[config.mk]
export PLATFORM = sky130hd
export DESIGN_NAME = tbd_scan
export DESIGN_NICKNAME = d
export VERILOG_FILES = /design/src/tbd_pkg.sv /design/src/tbd_scan.sv
export SDC_FILE = /design/constraint.sdc
export NUM_CORES = 1
export LEC_CHECK = 0
export ABC_AREA = 1
export ABC_CLOCK_PERIOD_IN_PS = 6150
export BUFFER_PORTS_ARGS = -buffer_cell sky130_fd_sc_hd__buf_2
export CORE_ASPECT_RATIO = 1.75
export CORE_MARGIN = 5
export CORE_UTILIZATION = 55
export CTS_CLUSTER_SIZE = 24
export DETAILED_ROUTE_END_ITERATION = 8
export PLACE_DENSITY_LB_ADDON = 0.3
export SLEW_MARGIN = 10
export SYNTH_ARGS = -nofsm -noshare
export SYNTH_HDL_FRONTEND = slang
export SYNTH_SLANG_ARGS = --single-unit
[constraint.sdc]
create_clock -name clk -period 6.15 [get_ports clk]
set_clock_uncertainty 0.1 [all_clocks]
set_input_delay 1.23 -clock clk [delete_from_list [all_inputs] [get_ports clk]]
set_output_delay 1.23 -clock clk [all_outputs]
set_load 0.1 [all_outputs]
[src/tbd_pkg.sv]
// Shared constants, types and codes for the tremor band detector.
package tbd_pkg;

  localparam int WINDOW_DEF      = 1000;
  localparam int AVG_LEN_DEF     = 50;
  localparam int FAST_PERIOD_DEF = 64;
  localparam int SLOW_PERIOD_DEF = 96;

  localparam int AXIS_W    = 16;
  localparam int TOTAL_W   = 18;
  localparam int LEVEL_W   = 19;
  localparam int OFFSET_W  = 18;
  localparam int SUM_W     = 24;
  localparam int BAND_W    = 10;
  localparam int CROSS_W   = 10;
  localparam int CFG_W     = 24;
  localparam int CFG_IDX_W = 3;
  localparam int TICK_W    = 10;
  // the count of times the average walk meets one ring entry, up to 7
  localparam int MULT_W    = 3;

  // adding this is the same as subtracting 32767, one below the axis mid-point, modulo 2^16
  localparam logic [AXIS_W-1:0]   AXIS_SHIFT = 16'd32769;
  localparam logic [TICK_W-1:0]   TICK_WRAP  = 10'd1000;
  localparam logic [SUM_W-1:0]    SUM_MAX    = '1;
  localparam logic [CROSS_W-1:0]  CROSS_MAX  = '1;

  localparam logic [OFFSET_W-1:0] CENTRE_OFFSET_RST = 18'd98221;
  localparam logic [SUM_W-1:0]    HIGH_LEVEL_RST    = 24'd491107;
  localparam logic [SUM_W-1:0]    LOW_LEVEL_RST     = 24'd245553;
  localparam logic [BAND_W-1:0]   BAND_LOW_RST      = 10'd12;
  localparam logic [BAND_W-1:0]   BAND_HIGH_RST     = 10'd24;

  typedef enum logic [CFG_IDX_W-1:0] {
    REG_CENTRE_OFFSET = 3'd0,
    REG_HIGH_LEVEL    = 3'd1,
    REG_LOW_LEVEL     = 3'd2,
    REG_BAND_LOW      = 3'd3,
    REG_BAND_HIGH     = 3'd4
  } cfg_reg_t;

  typedef enum logic [1:0] {
    ST_IDLE,
    ST_SCAN,
    ST_DRAIN,
    ST_DONE
  } state_t;

  // one ring entry as it reaches the scan unit
  typedef struct packed {
    logic                      valid;
    logic [MULT_W-1:0]         mult;
    logic signed [LEVEL_W-1:0] level;
  } scan_ent_t;

endpackage

[src/tbd_scan.sv]
// Scan unit: saturating weighted level sum and sign-change count, one valid entry a cycle.
module tbd_scan import tbd_pkg::*; #(
  parameter int WINDOW = WINDOW_DEF,
  localparam int CNT_W = $clog2(WINDOW + 1)
) (
  input  logic             clk,
  input  logic             clear,
  input  scan_ent_t        ent,
  output logic [SUM_W-1:0] level_sum,
  output logic [CNT_W-1:0] cross_count
);

  logic                      neg_past;
  logic                      neg_now;
  logic [LEVEL_W-1:0]        mag;
  logic [LEVEL_W+MULT_W-1:0] term;
  logic [SUM_W:0]            sum_wide;
  logic [SUM_W-1:0]          sum_next;

  always_comb begin
    mag = (ent.level < 0) ? $unsigned(-ent.level) : $unsigned(ent.level);
    term = (LEVEL_W + MULT_W)'(mag) * (LEVEL_W + MULT_W)'(ent.mult);
    sum_wide = {1'b0, level_sum} + (SUM_W + 1)'(term);
    sum_next = sum_wide[SUM_W] ? SUM_MAX : sum_wide[SUM_W-1:0];
    // zero keeps the sign seen last
    if (ent.level > 0) begin
      neg_now = 1'b0;
    end else if (ent.level < 0) begin
      neg_now = 1'b1;
    end else begin
      neg_now = neg_past;
    end
  end

  always_ff @(posedge clk) begin
    if (clear) begin
      level_sum   <= '0;
      cross_count <= '0;
      neg_past    <= 1'b0;
    end else if (ent.valid) begin
      level_sum   <= sum_next;
      cross_count <= cross_count + CNT_W'(neg_now != neg_past);
      neg_past    <= neg_now;
    end
  end

endmodule

=== Word-level counts from Yosys, hierarchy flattened ===
Cells that the tools add are included.

* Register bits: 35
* Bits of input ports: 25
* Output and inout port bits: 34

* $add $sub $neg: 3
* Multiply operators: 1
* Order comparisons: 2
* Equality and inequality tests: 1
* Multiplexer cells: 4

{| class="wikitable"
|+ Operators with widths
! cell !! number
|-
| $add A24 B22 Y25 || 1
|-
| $mux W24 || 1
|-
| $mul A19 B3 Y22 || 1
|-
| $gt A19 B1 Y1 const B || 1
|-
| $lt A19 B1 Y1 const B || 1
|-
| $mux W19 || 1
|-
| $neg A19 Y19 || 1
|-
| $add A10 B1 Y10 || 1
|-
| $mux W1 || 2
|-
| $ne A1 B1 Y1 || 1
|}

=== Depth between registers and ports, before layout ===
Gate-level depths: netlist of run 1.

* Word-level depth: 5
* Depth in mapped cells: 29
* Gate-level depth less buffers: 29

=== Worst setup path after synthesis of run 1 ===
Ideal clock, no wire load.

* Path type: input-to-reg
* From: input ent[1] (netlist bit)
* To: register level_sum[13]
* Library setup time: 0.121 ns
* Arrival time: 4.791 ns
* Setup slack: 1.138 ns
* Stages: 28
* Path through: inv_1 > ha_1 > nand3_1 > nor2_1 > nand2_1 > nor2_1 > nand3_1 > nand2_1 > xor2_1 > nor2_1 > fa_1 > inv_1 > fa_1 > inv_1 > ha_1 > nand2_1 > inv_1 > nand2_1 > inv_1 > nand2_1 > nand2_1 > nand2_2 > nand3_4 > nor2_8 > inv_4 > buf_8 > nor2_2 > nor2_2

* Cells in the longest elaborated chain, start to end: 5
* Elaborated cells between the ends (all ways): 6
* Those cells by class: add/sub (2); mul (1); order compare (1); mux (2)

{| class="wikitable"
|+ RTL lines
! item !! line !! text
|-
| start: declaration || tbd_scan.sv:8 || <nowiki>input scan_ent_t ent,</nowiki>
|-
| $neg A19 Y19 or $lt A19 B1 Y1 (tied branches) || tbd_scan.sv:21 || <nowiki>mag = (ent.level < 0) ? $unsigned(-ent.level) : $unsigned(ent.level);</nowiki>
|-
| $mux W19 (*) || tbd_scan.sv:21 ||
|-
| $mul A19 B3 Y22 (*) || tbd_scan.sv:22 || <nowiki>term = (LEVEL_W + MULT_W)'(mag) * (LEVEL_W + MULT_W)'(ent.mult);</nowiki>
|-
| $add A24 B22 Y25 (*) || tbd_scan.sv:23 || <nowiki>sum_wide = {1'b0, level_sum} + (SUM_W + 1)'(term);</nowiki>
|-
| $mux W24 (*) || tbd_scan.sv:24 || <nowiki>sum_next = sum_wide[SUM_W] ? SUM_MAX : sum_wide[SUM_W-1:0];</nowiki>
|-
| end signal: assignment || tbd_scan.sv:41 || <nowiki>level_sum <= sum_next;</nowiki>
|-
| end: declaration || tbd_scan.sv:9 || <nowiki>output logic [SUM_W-1:0] level_sum,</nowiki>
|}

Every way passes the cells marked *; elsewhere a longest branch is shown, timed or not.
A chain may end at the register's enable or synchronous reset.

=== Worst setup path in the final report of run 1 ===
* From: input ent[0] (netlist bit)
* To: register level_sum[1]

Same word-level chain as after synthesis.

==> results of run 1 <==
cell families (layout without fill, tap and decap cells):
group                      Yosys count  count (layout)  share of synthesized area, %
and+or+nand+nor                    387             387                          33.6
buffers and inverters              225             279                          17.6
AOI/OAI and AO/OA                   72              72                          7.86
adders and majority gates           65              65                          22.4
DFF                                 35              35                          14.4
xor gates and xnor gates            23              23                          4.14
cell type report:
class | instances | area, sq um
Clock buffer | 7 | 133
Clock inverter | 1 | 5.00
Fill cell | 905 | 3280
Inverter | 213 | 802
Multi-Input combinational cell | 547 | 3310
Sequential cell | 35 | 701
Tap cell | 117 | 146
Timing Repair Buffer | 58 | 290
where the power goes:
| part | internal [uW] | switching [uW] | total (uW) |
|---|---|---|---|
| Clock | 150 | 97.8 | 247 |
| Sequential | 266 | 29.6 | 296 |
| Combinational | 402 | 993 | 1400 |
flip-flops by register name (all words and copies together), names as in the netlist:
name and count:
level_sum 24, cross_count 10, neg_past 1
routing by layer:
| metal | wire [um] | GRT usage, % | vias to the layer above |
|---|---|---|---|
| met5 | 0 | 0 | - |
| met4 | 511 | 11.7 | 0 |
| met3 | 449 | 2.47 | 29 |
| met2 | 6980 | 47.2 | 97 |
| met1 | 4920 | 25.8 | 2251 |
| li1 | - | - | 2486 |
through the flow:
step | worst slack (ns) | cell area (sq um) | utilization [%] | power [uW] | cells
2_1_floorplan | 1.14 | 4870 | - | 1420 | 807
3_5_place_dp | 0.482 | 5250 | 60.5 | 1690 | 970
3_3_place_gp | 0.534 | 5250 | 60.5 | 1670 | 970
4_1_cts | 0.760 | 5390 | 62.1 | 1950 | 978
5_1_grt | 0.366 | 5390 | 62.1 | 2130 | 978
6_report | 0.775 | 5390 | 62.1 | 1940 | 978
worst paths after layout:
path | from | endpoint | slack [ns] | depth (start not counted)
min | cross_count[9]$_SDFFE_PP0P_ | cross_count[9]$_SDFFE_PP0P_ | 0.37 | 1
max reg2reg | level_sum[2]$_SDFFE_PP0P_ | level_sum[17]$_SDFFE_PP0P_ | 3.32 | 14
max | ent[0] | level_sum[1]$_SDFFE_PP0P_ | 0.77 | 28
min reg2reg | cross_count[9]$_SDFFE_PP0P_ | cross_count[9]$_SDFFE_PP0P_ | 0.37 | 1
placed cells by master, fill, tap and decap left out, types with 5 or more instances in the layout:
master / count
nor2_2: 9
xnor2_1: 7
o21ai_0: 31
nand4_1: 7
fa_1: 37
buf_2: 58
nand3_1: 36
a21oi_1: 33
dfxtp_1: 35
clkbuf_16: 5
ha_1: 28
nor2_1: 126
nor3_1: 9
inv_1: 205
nand2_1: 185
xor2_1: 16
==> flow_summary.ini, run 1 <==
[timing]
max_freq_mhz = 186
maxSlewViolCount = 0
period_needed_ns = 5.38
hold_violations = 0
whs_ns = 0.366
rsz0062_at_grt = false
period_share_pct = 87.4
worst_slew_pin_slew_ns = 0.791
fin_setup_tns_ns = 0
slew_headroom_pct = 47.2
setup_viol = 0

[synth]
synth_edf_count = 0
synthArstFlopShare_pct = 0
synthTopCellsByArea = inv_1 (16%), fa_1 (15%), dfxtp_1 (14%), nand2_1 (14%), nor2_1 (9.7%)
synth_area_leader_cell = inv_1
seq_area_frac_synth_pct = 14.4
synth_ff_type = dfxtp_1
syn_avg_cell_area_sq_um = 6.03
ys_ff_latch = 35
netlist.area_leader.share_pct = 15.8
syn_inst = 807
synth_area_sq_um = 4870
ys.warnings.count = 0
synth_cell_type_count = 36
yosysMostFrequentCell = inv_1
syn_nets = 897
synthTopCellsByCount = inv_1 (205), nand2_1 (185), nor2_1 (126)

[power]
power.density_nw_per_um2 = 360
p_leak_uw = 0.00313
vdd.ir_drop.worst_mv = 0.197

[clock_tree]
post-cts-setup-buffers = 0
cts-resized-gates = 0
cts_hold_buf = 0
cts_root_buffer = clkbuf_16
htreeDepth = 2
clockBufferDepth = 2
cts_tree = yes
clk_latency_ns = 0.29
clk_pin_slew_ns = 0.05
cts.sinks = 35
cts_inserted_buffers = 5

[drt]
wl_um = 12900
routedWlPerCell_um = 13.1
vias_per_cell = 4.97
dr.pass1.iters = 4
drt_iter0_markers = 180
drc = 0
detail-route-antenna-nets = 0
vias = 4863

[min_path]
min_path_type = reg2reg

[place]
portBuffers = 58
hpwl_um = 10900
place_congestion = 0.977

[setup_path]
critPathTopFamily = simple AND/OR/NAND/NOR gates
cp_num_buf_inv = 8
path_class = in2reg
max_stage_delay_ns = 0.55
critPathMaxFanout = 12
arrival_ns = 5.46
required_ns = 6.23
crit_path_end_kind = flip-flop
cpMostUsedCell = nand2_1
startpoint_type = primary input
cp_slowest_cell = fa_1

[die]
start_util_pct = 56.2
rows = 45
coreArea_sq_um = 8670
io_pins = 59
die_x_um = 81.1
die_y_um = 134
fp.dieArea_sq_um = 10900

[global_routing]
antenna_found_initial = 0
grtUsageTotal_pct = 24.6
grt-ovfl-total = 0
grt_pass1_wl_um = 21100
grt_pass1_vias = 4864
grt_start_max_net_pins = 34

[status]
outcome = finished clean

[layout]
antennaDiodeCount = 0
syn_to_final_growth_pct = 10.6
final_nets = 950
drive_above_1_share_pct = 10.8

[job]
max-cap-violations = 0
(Power assumes the default switching activity.)
==> run 2, diff against run 1 <==
CTS_BUF_LIST = sky130_fd_sc_hd__clkbuf_2   (was default)
==> run 2 against run 1 <==
Final cell count unchanged; critical path depth unchanged; sequential share of layout area up 0.24 points; combinational power about the same; first-iteration DRC count down 6.7%; worst setup slack better by 0.14 ns; via count up 0.21%; clock power down 53%.
==> flow_summary.ini, run 2 (synthesized netlist as in run 1, its figures left out) <==
[status]
outcome = finished clean

[setup_path]
crit_path_end_kind = flip-flop
startpoint_type = primary input
reg2reg_depth = 14
critPathMaxFanout = 12
path_class = in2reg
required_ns = 6.39
arrival_ns = 5.47

[layout]
drive_above_1_share_pct = 11.0
largest_reg_flops = 24
syn_to_final_growth_pct = 8.63
reg_top3 = level_sum: 24 flops, cross_count: 10 flops, neg_past: 1 flops
final_common_cell = inv_1
final_nets = 950
most-common-layout-cells = inv_1 (205), nand2_1 (185), nor2_1 (126)
largest_register = level_sum
antennaDiodeCount = 0

[global_routing]
antenna_found_initial = 0
grtUsageTotal_pct = 24.5
grt_pass1_wl_um = 21000
grt_pass1_vias = 4871
grt-ovfl-total = 0
grt_start_max_net_pins = 34

[timing]
hold_violations = 0
slew_headroom_pct = 47.1
fin_setup_tns_ns = 0
setup_viol = 0
rsz0062_at_grt = false
worst_slew_pin_slew_ns = 0.793
period_needed_ns = 5.23
period_share_pct = 85.1
max_freq_mhz = 191
maxSlewViolCount = 0

[min_path]
min_path_cells = 1
min_path_type = reg2reg

[job]
max-cap-violations = 0

[clock_tree]
cts_hold_buf = 0
cts.sinks = 35
htreeDepth = 2
cts_tree = yes
clk_pin_slew_ns = 0.18
cts_inserted_buffers = 5
clk_latency_ns = 0.42
post-cts-setup-buffers = 0
clockBufferDepth = 2
cts-resized-gates = 0
cts_root_buffer = clkbuf_2

[die]
io_pins = 59
fp.dieArea_sq_um = 10900
coreArea_sq_um = 8670
die_x_um = 81.1
start_util_pct = 56.2
die_y_um = 134
rows = 45

[power]
vdd.ir_drop.worst_mv = 0.171
power.density_nw_per_um2 = 342
finalPower_uw = 1810
p_leak_uw = 0.00309

[place]
place_congestion = 0.977
hpwl_um = 10900
portBuffers = 58

[drt]
drc = 0
vias_per_cell = 4.98
wl_um = 12900
vias = 4873
drt_iter0_markers = 168
detail-route-antenna-nets = 0
dr.pass1.iters = 5
routedWlPerCell_um = 13.1
==> run 2: cell counts in the layout (fill, tap and decap cells not counted) <==
No cell type changed its count.
==> run 2: worst max-delay path, stage by stage <==
cell     delay, ns
buf_2         0.12
inv_2         0.05
ha_1          0.17
nand3_1       0.14
nor2_1        0.23
nand2_1       0.10
nor2_1        0.17
nand3_1       0.13
nand2_1       0.10
xor2_1        0.25
nor2_1        0.10
fa_1          0.55
inv_1         0.05
fa_1          0.49
inv_1         0.04
ha_1          0.35
nand2_1       0.13
inv_1         0.06
nand2_1       0.07
inv_1         0.06
nand2_1       0.07
nand2_1       0.07
nand2_2       0.08
nand3_4       0.11
nor2_8        0.16
inv_4         0.12
o21ai_0       0.17
inv_1         0.05
==> run 2: cell type report <==
cell class / instances / area [sq um]
fill: 924 / 3380
multi-input combinational: 547 / 3310
inverter: 213 / 802
sequential: 35 / 701
timing repair buffer: 58 / 290
tap: 117 / 146
clock buffer: 7 / 35.0
clock inverter: 1 / 5.00
==> run 2: where the power goes <==
part           switching [uW]  internal [uW]
sequential               29.9            266
clock                    84.5           30.9
combinational             996            403
total                    1110            699
==> run 2: per-layer routing <==
metal | up-vias | share of wire, % | track usage [%]
met5 | - | 0 | 0
met4 | 0 | 4.1 | 11.1
met3 | 30 | 3.9 | 2.67
met2 | 118 | 53 | 47.3
met1 | 2238 | 39 | 25.5
li1 | 2487 | - | -
==> run 2: through the flow <==
stage,utilization (%),setup WS (ns),hold slack [ns],cell area (sq um),instances
2_1_floorplan,-,1.14,0.423,4870,807
3_3_place_gp,60.5,0.534,0.338,5250,970
4_1_cts,61.0,0.926,0.386,5290,978
3_5_place_dp,60.5,0.482,0.357,5250,970
6_report,61.0,0.919,0.379,5290,978
5_1_grt,61.0,0.554,0.426,5290,978
==> run 2: path summary, 6_finish.rpt <==
kind | from | end | slack, ns
setup / recovery | ent[0] | level_sum[1]$_SDFFE_PP0P_ | 0.92
hold / removal | cross_count[9]$_SDFFE_PP0P_ | cross_count[9]$_SDFFE_PP0P_ | 0.38
setup reg to reg | level_sum[2]$_SDFFE_PP0P_ | level_sum[17]$_SDFFE_PP0P_ | 3.29
hold reg to reg | cross_count[9]$_SDFFE_PP0P_ | cross_count[9]$_SDFFE_PP0P_ | 0.38
